File: config.mk
export PLATFORM = sky130hd
export DESIGN_NAME = int_to_ascii_radix
export DESIGN_NICKNAME = d
export VERILOG_FILES = /design/src/rtl/core/itar_pkg.sv /design/src/rtl/core/itar_cell.sv /design/src/rtl/core/itar_digit_chain.sv /design/src/rtl/core/int_to_ascii_radix.sv
export SDC_FILE = /design/constraint.sdc
export NUM_CORES = 1
export LEC_CHECK = 0
export BUFFER_PORTS_ARGS = -buffer_cell sky130_fd_sc_hd__buf_2
export CAP_MARGIN = 20
export CORE_AREA = 2 2 144 146
export CTS_CLUSTER_SIZE = 20
export DETAILED_ROUTE_END_ITERATION = 16
export DIE_AREA = 0 0 146 148
export PLACE_DENSITY_LB_ADDON = 0.3
export SETUP_SLACK_MARGIN = 0.5
export SLEW_MARGIN = 5
export SYNTH_ARGS = -nofsm -noshare
export SYNTH_HDL_FRONTEND = slang
export SYNTH_SLANG_ARGS = --single-unit
File: constraint.sdc
create_clock -name clk -period 6.2 [get_ports clk]
set_input_delay 0.31 -clock clk [delete_from_list [all_inputs] [get_ports clk]]
set_output_delay 0.31 -clock clk [all_outputs]
set_load 0.02 [all_outputs]
File: src/rtl/core/itar_pkg.sv
// ----------------------------------------------------------------------------
// itar_pkg
// Shared widths, codes, types and helpers for the integer-to-ASCII converter.
// ----------------------------------------------------------------------------
package itar_pkg;

  localparam int VALUE_W       = 32;
  localparam int KIND_W        = 2;
  localparam int CHAR_W        = 8;
  localparam int DIGIT_W       = 4;
  localparam int NUM_CELLS     = 10;
  localparam int BITS_PER_STEP = 4;
  localparam int STEPS         = VALUE_W / BITS_PER_STEP;
  localparam int STEP_CNT_W    = $clog2(STEPS);
  localparam int IDX_W         = $clog2(NUM_CELLS);

  typedef enum logic [KIND_W-1:0] {
    KIND_SDEC = 2'd0,
    KIND_UDEC = 2'd1,
    KIND_HEX  = 2'd2
  } kind_t;

  localparam logic [CHAR_W-1:0] CHAR_MINUS = 8'h2d;
  localparam logic [CHAR_W-1:0] CHAR_ZERO  = 8'h30;
  localparam logic [CHAR_W-1:0] CHAR_NINE  = 8'h39;
  localparam logic [CHAR_W-1:0] CHAR_LA    = 8'h61;
  localparam logic [CHAR_W-1:0] CHAR_LF    = 8'h66;

  typedef logic [DIGIT_W-1:0] digit_t;
  typedef digit_t [NUM_CELLS-1:0] digit_row_t;

  // control common to every cell of the row
  typedef struct packed {
    logic clear;   // load zero
    logic shift;   // take BITS_PER_STEP bits from the lower neighbor
    logic dabble;  // BCD add-3 correction (off for hex)
  } cell_ctl_t;

  function automatic logic [CHAR_W-1:0] digit_to_char(input digit_t d);
    logic [CHAR_W-1:0] c;
    if (d < DIGIT_W'(10)) begin
      c = CHAR_ZERO + CHAR_W'(d);
    end else begin
      c = CHAR_LA + CHAR_W'(d - DIGIT_W'(10));
    end
    return c;
  endfunction

endpackage

File: src/rtl/core/itar_cell.sv
// ----------------------------------------------------------------------------
// itar_cell
// One 4-bit digit cell: shift-and-add-3 over several bits per clock while shift is set (add-3 only with dabble).
// ----------------------------------------------------------------------------
module itar_cell (
  input  logic                              clk,
  input  itar_pkg::cell_ctl_t               ctl,
  input  logic [itar_pkg::BITS_PER_STEP-1:0] cin,   // bit j enters at sub-step j
  output logic [itar_pkg::BITS_PER_STEP-1:0] cout,  // bit j leaves at sub-step j
  output itar_pkg::digit_t                  digit
);
  import itar_pkg::*;

  digit_t digit_next;

  always_comb begin
    digit_t v;
    digit_t a;
    v    = digit;
    cout = '0;
    for (int j = 0; j < BITS_PER_STEP; j++) begin
      a       = (ctl.dabble && v >= DIGIT_W'(5)) ? v + DIGIT_W'(3) : v;
      cout[j] = a[DIGIT_W-1];
      v       = {a[DIGIT_W-2:0], cin[j]};
    end
    digit_next = v;
  end

  always_ff @(posedge clk) begin
    if (ctl.clear) begin
      digit <= '0;
    end else if (ctl.shift) begin
      digit <= digit_next;
    end
  end

endmodule

File: src/rtl/core/itar_digit_chain.sv
// ----------------------------------------------------------------------------
// itar_digit_chain
// Row of digit cells; each passes its carries to the next more significant one.
// ----------------------------------------------------------------------------
module itar_digit_chain (
  input  logic                               clk,
  input  itar_pkg::cell_ctl_t                ctl,
  input  logic [itar_pkg::BITS_PER_STEP-1:0] bits_in,  // bit j = j-th bit, MSB first
  output itar_pkg::digit_row_t               digits
);
  import itar_pkg::*;

  logic [BITS_PER_STEP-1:0] carry [NUM_CELLS+1];

  assign carry[0] = bits_in;

  for (genvar i = 0; i < NUM_CELLS; i++) begin : g_cell
    itar_cell u_cell (
      .clk   (clk),
      .ctl   (ctl),
      .cin   (carry[i]),
      .cout  (carry[i+1]),
      .digit (digits[i])
    );
  end

  // top cell overflow is always zero for 32-bit operands
  logic unused_top;
  assign unused_top = ^carry[NUM_CELLS];

endmodule

File: src/rtl/core/int_to_ascii_radix.sv
// ----------------------------------------------------------------------------
// int_to_ascii_radix
// Converts a 32-bit value to ASCII text in signed/unsigned decimal or hex.
// ----------------------------------------------------------------------------
// Input stream: s_tdata carries the value, s_tuser the kind (0 signed decimal,
// 1 unsigned decimal, 2 lowercase hex, 3 treated as unsigned decimal).
// Output stream: one character per transaction, most significant first,
// m_tlast on the final character. A negative signed value is led by '-';
// no leading zeros, zero gives "0", no terminator.
// Timing: one number at a time. After the input transaction the value is
// shifted into a row of ten BCD cells, four bits per clock (cells shift
// plainly in hex mode); the load state then finds the leading digit and
// registers the first character. A number gives 1 to 11 characters.
// s_tready is high only while idle.
// Reset: returns to idle, drops m_tvalid, discards any number in progress.
// Stall: while m_tready is low the current character and m_tlast hold.
// ----------------------------------------------------------------------------
module int_to_ascii_radix (
  input  logic                           clk,
  input  logic                           rst,
  input  logic                           s_tvalid,
  output logic                           s_tready,
  input  logic [itar_pkg::VALUE_W-1:0]   s_tdata,   // [31:0] value
  input  logic [itar_pkg::KIND_W-1:0]    s_tuser,   // [1:0] kind
  output logic                           m_tvalid,
  input  logic                           m_tready,
  output logic [itar_pkg::CHAR_W-1:0]    m_tdata,   // [7:0] char_out
  output logic                           m_tlast    // last
);
  import itar_pkg::*;

  typedef enum logic [1:0] {
    ST_IDLE,
    ST_CONV,
    ST_LOAD,
    ST_EMIT
  } state_t;

  state_t                state;
  logic [STEP_CNT_W-1:0] step_cnt;
  logic [VALUE_W-1:0]    mag;
  logic                  neg;
  logic                  hex;
  logic [IDX_W-1:0]      idx;

  cell_ctl_t             ctl;
  logic [BITS_PER_STEP-1:0] bits_in;
  digit_row_t            digits;
  logic [IDX_W-1:0]      top;
  logic                  in_xact;
  logic                  in_neg;

  assign s_tready = (state == ST_IDLE);
  assign in_xact  = s_tvalid && s_tready;
  assign in_neg   = (s_tuser == KIND_SDEC) && s_tdata[VALUE_W-1];

  assign ctl.clear  = in_xact;
  assign ctl.shift  = (state == ST_CONV);
  assign ctl.dabble = !hex;

  // MSB first into the row
  always_comb begin
    for (int j = 0; j < BITS_PER_STEP; j++) begin
      bits_in[j] = mag[VALUE_W-1-j];
    end
  end

  itar_digit_chain u_chain (
    .clk     (clk),
    .ctl     (ctl),
    .bits_in (bits_in),
    .digits  (digits)
  );

  // most significant nonzero digit; zero if the value is zero
  always_comb begin
    top = '0;
    for (int i = 0; i < NUM_CELLS; i++) begin
      if (digits[i] != '0) begin
        top = IDX_W'(i);
      end
    end
  end

  always_ff @(posedge clk) begin
    if (rst) begin
      state    <= ST_IDLE;
      step_cnt <= '0;
      m_tvalid <= 1'b0;
    end else begin
      unique case (state)
        ST_IDLE: begin
          step_cnt <= '0;
          if (in_xact) begin
            mag   <= in_neg ? (~s_tdata + VALUE_W'(1)) : s_tdata;
            neg   <= in_neg;
            hex   <= (s_tuser == KIND_HEX);
            state <= ST_CONV;
          end
        end
        ST_CONV: begin
          mag      <= mag << BITS_PER_STEP;
          step_cnt <= step_cnt + STEP_CNT_W'(1);
          if (step_cnt == STEP_CNT_W'(STEPS - 1)) begin
            state <= ST_LOAD;
          end
        end
        ST_LOAD: begin
          m_tvalid <= 1'b1;
          state    <= ST_EMIT;
          if (neg) begin
            m_tdata <= CHAR_MINUS;
            m_tlast <= 1'b0;
            idx     <= top;
          end else begin
            m_tdata <= digit_to_char(digits[top]);
            m_tlast <= (top == '0);
            idx     <= top - IDX_W'(1);
          end
        end
        ST_EMIT: begin
          if (m_tready) begin
            if (m_tlast) begin
              m_tvalid <= 1'b0;
              state    <= ST_IDLE;
            end else begin
              m_tdata <= digit_to_char(digits[idx]);
              m_tlast <= (idx == '0);
              idx     <= idx - IDX_W'(1);
            end
          end
        end
        default: state <= ST_IDLE;
      endcase
    end
  end

endmodule

==> run summary <==
FLOORPLAN
----------------------------------------------------------------------------------
Vert. Die Dim                                                               148 µm
Initial core utilization                                                     54.4%
Die boundary width                                                          146 µm
Placement row count                                                             52
Overall die area                                                        21,600 µm²
Number of primary I/O pins                                                      49
Placeable core region                                                   20,000 µm²

SYNTHESIS
----------------------------------------------------------------------------------
Post-synthesis net count                                                     1,498
Number of different library cells in the post-synthesis netlist                106
Post-synthesis sequential area ratio                                         21.4%
Dominant register cell in the synthesized netlist                         edfxtp_1
Synth warnings                                                                   0
Avg Cell Area, Syn                                                        7.79 µm²
Synthesized flop and latch total                                                93
Post-synthesis async set-or-reset flop share                                    0%
Fraction of post-synthesis cell area in the top cell type by area            12.9%
Largest area contributor in the netlist                                   edfxtp_1
Post-Syn Area                                                           10,900 µm²
Cell types with the largest area share after synthesis                edfxtp_1 13%, dfxtp_1 8.4%, ha_1 7.0%, o21ai_0 5.1%, nand2_1 4.6%
Syn Inst Count                                                               1,399
Number of enable-type register cells in the synthesized netlist                 47

FINISH
----------------------------------------------------------------------------------
Filler cell count                                                            1,850
Highest-count cells in the layout ignoring fill and taps              134 x nand2_1, 117 x nor2_1, 112 x o21ai_0
Register cell area after layout                                           2330 µm²
Share of final-layout standard cells stronger than drive strength 1          11.2%
Growth of design area from synthesis to finish                               6.15%
Non-filler instance count after layout                                       1,673
Post-layout nets                                                             1,497
Most common library cell in the layout ignoring fill and taps              nand2_1
Post-layout util                                                             57.7%
Diode count                                                                      0
Finished Cell Area                                                      11,600 µm²
Area of combinational cells with multiple inputs                          8010 µm²

HOLD PATH
----------------------------------------------------------------------------------
Startpoint of the worst hold path                                              rst
Class of the tightest hold or removal check                           input pin to flip-flop

CLOCK NETWORK
----------------------------------------------------------------------------------
# hold bufs at CTS                                                               0
CTS HTree Levels                                                                 3
TritonCTS Buffers                                                                9
Count of cells resized by post-cts repair                                        0
Later-pin clock latency in the skew report                                  360 ps
Clock-pin slew on the worst setup and hold paths                             70 ps
Buffer type at the clock tree root                                       clkbuf_16
Number of buffers inserted by post-CTS setup repair                              0
Worst-case clock buffer depth                                                    2
CTS Sinks                                                                       93
TritonCTS clock tree                                                          done

ROUTING
----------------------------------------------------------------------------------
Iter 0 DRT Violations                                                          828
Post-DR vias/cell                                                             6.28
Final routed wire length divided by cell count                             16.9 µm
DRT Wirelength                                                           28,200 µm
Post-detailed-route count of antenna-violating nets                              0
First-pass iteration count of the detailed router                                5
Vias after detailed routing                                                 10,504
DRC violation count after routing                                                0

TIMING
----------------------------------------------------------------------------------
Count of endpoints failing setup in the final report                             0
Unrepaired setup endpoints after global routing                                 no
Slew Viols, Final                                                                0
Max Clock Freq                                                             196 MHz
Max_slew headroom                                                            22.8%
Setup_tns                                                                     0 ps
Final worst-path cycle share                                                 82.5%
Minimum clock period                                                       5110 ps
Number of endpoints with negative hold slack in the final report                 0
Measured slew at the worst slew-check pin                                  1150 ps
Worst Skew                                                                 6.72 ps

GLOBAL ROUTING
----------------------------------------------------------------------------------
Largest net degree at the start of global routing                               91
Congestion Overflow GR                                                           0
Initial antenna violation count                                                  0
Wire length of the first global-routing pass                             47,400 µm
Overall fraction of global-route tracks in use                               26.2%
Via count of the first global-routing pass                                   9,555

POWER
----------------------------------------------------------------------------------
Clock share of power                                                          8.3%
Ratio of total power to cell area                                       609 nW/µm²
Max rail drop VDD                                                         0.238 mV
Combinational share of power                                                 74.9%
Sw Pwr                                                                     3750 µW
Pleak                                                                   0.00425 µW
Fraction of power spent switching nets                                       53.2%
Int Power                                                                  3300 µW
Share of power burned in registers                                           16.8%

PLACE
----------------------------------------------------------------------------------
Placed Instances                                                             1,656
Number of input and output port buffers inserted                                48
Cell area after placement                                               11,300 µm²
Detailed Place HPWL                                                      20,700 µm
Gp weighted congestion                                                       0.919

WORST SETUP PATH
----------------------------------------------------------------------------------
Peak fanout along the critical path                                              7
CP arrival                                                                 5380 ps
Buf+Inv Stages, Crit Path                                                        4
CP max-delay cell                                                            or3_1
Largest delay share family, worst path                                simple AND/OR/NAND/NOR gates
CP startpoint                                                         u_chain.g_cell[8].u_cell.digit[0]
Type of destination of the critical path                                 flip-flop
Critical Path, Cell by Cell                                           inv_1, ha_1, nand2b_1, a21oi_1, or3_1, xor2_1, ha_1, nor2b_1, nor4_1, or3_1, xnor2_1, inv_1, ha_1, inv_1, o221ai_1, a21oi_1, xnor2_1, ha_1, inv_1, a31oi_1, a21bo_2, and2_0, o32ai_1
Maximum cell stage delay along the critical path                            460 ps
Stages on worst setup path                                                      23
Worst setup path class                                                flip-flop to flip-flop
Crit path launch type                                                    flip-flop
Flop2flop setup slack                                                      1090 ps
Data required time of the worst path                                       6470 ps
Depth of the worst register-to-register path                                    23
Reg-to-reg startpoint                                                 u_chain.g_cell[8].u_cell.digit[0]
Endpoint of the most critical setup path                              u_chain.g_cell[9].u_cell.digit[2]
End of the worst register-to-register path                            u_chain.g_cell[9].u_cell.digit[2]

JOB
----------------------------------------------------------------------------------
Max-cap violation count                                                          0

STATUS
----------------------------------------------------------------------------------
Status                                                                finished, final reports clean

[cell usage after synthesis (11+ instances only)]
master / instances
nand2_1: 134
nor2_1: 118
o21ai_0: 112
a21oi_1: 91
inv_1: 63
ha_1: 61
xnor2_1: 52
clkbuf_1: 48
edfxtp_1: 47
dfxtp_1: 46
mux2i_1: 41
nor3_1: 40
nand3_1: 31
nand2b_1: 30
a211oi_1: 28
a31oi_1: 26
and2_1: 20
nor2b_1: 20
mux2_2: 19
o31ai_1: 18
xor2_1: 18
o21ai_1: 17
buf_2: 16
o211ai_1: 16
o21a_1: 16
and3_1: 15
or3_1: 13
a21o_1: 12
mux4_2: 11
[final cells by class]
class | count | area share [%]
inverters | 70 | 2.27
well taps | 270 | 2.92
repair buffers | 59 | 2.82
flip-flops and latches | 93 | 20.2
multi-input cells | 1165 | 69.2
clock inverters | 6 | 0.681
clock buffers | 10 | 1.98
[layer usage]
layer | GRT usage (%) | wire (µm) | vias up
li1 | - | - | 5228
met1 | 35.4 | 12800 | 4911
met2 | 43.4 | 13400 | 314
met3 | 3.24 | 1360 | 51
met4 | 8.88 | 720 | 0
met5 | 0 | 0 | -
[registers in the layout, summed over array words and instances, names as in the netlist]
signal and cells:
m_tdata 8, m_tvalid 1, state 2, u_chain.g_cell.u_cell.digit 40, hex 1, step_cnt 3, mag 32, idx 4
m_tlast 1, neg 1
[how the worst min path moves through the flow]
stage | end | cells after the start
final | state[1] | 2
after global routing | step_cnt[0] | 2
after CTS | step_cnt[0] | 2
after detailed placement | m_tvalid | 2
after global placement | m_tvalid | 2
after floorplan | u_chain.g_cell[0].u_cell.digit[0] | 2
[kinds of logic (layout without fill, tap and decap cells)]
logic type	Yosys count	after routing	share of synthesized area [%]
AO/OA/AOI/OAI	466	466	29.4
XOR/XNOR	71	71	5.77
adder cells (fa/ha/maj)	61	61	7.00
buffers and inverters	141	145	5.31
flip-flops	93	93	21.4
multiplexers	77	77	8.69
other	1	1	0.0344
AND/OR/NAND/NOR	489	489	22.4
[power by group through the flow]
stage | combinational (µW) | clock [µW] | sequential (µW)
2_1_floorplan | 4240 | 0 | 1050
3_3_place_gp | 5050 | 0 | 1180
3_5_place_dp | 5180 | 0 | 1190
4_1_cts | 5220 | 595 | 1170
5_1_grt | 5890 | 625 | 1210
6_report | 5280 | 587 | 1180
[through the flow]
step	hold WS (ps)	setup WS (ps)	total power, µW
global route	251	511	7730
detailed placement	450	1180	6370
global placement	445	1380	6230
finish	261	1090	7040
floorplan	456	1390	5280
CTS	249	1140	6980
Note: power is estimated with default switching activity, not from simulation.
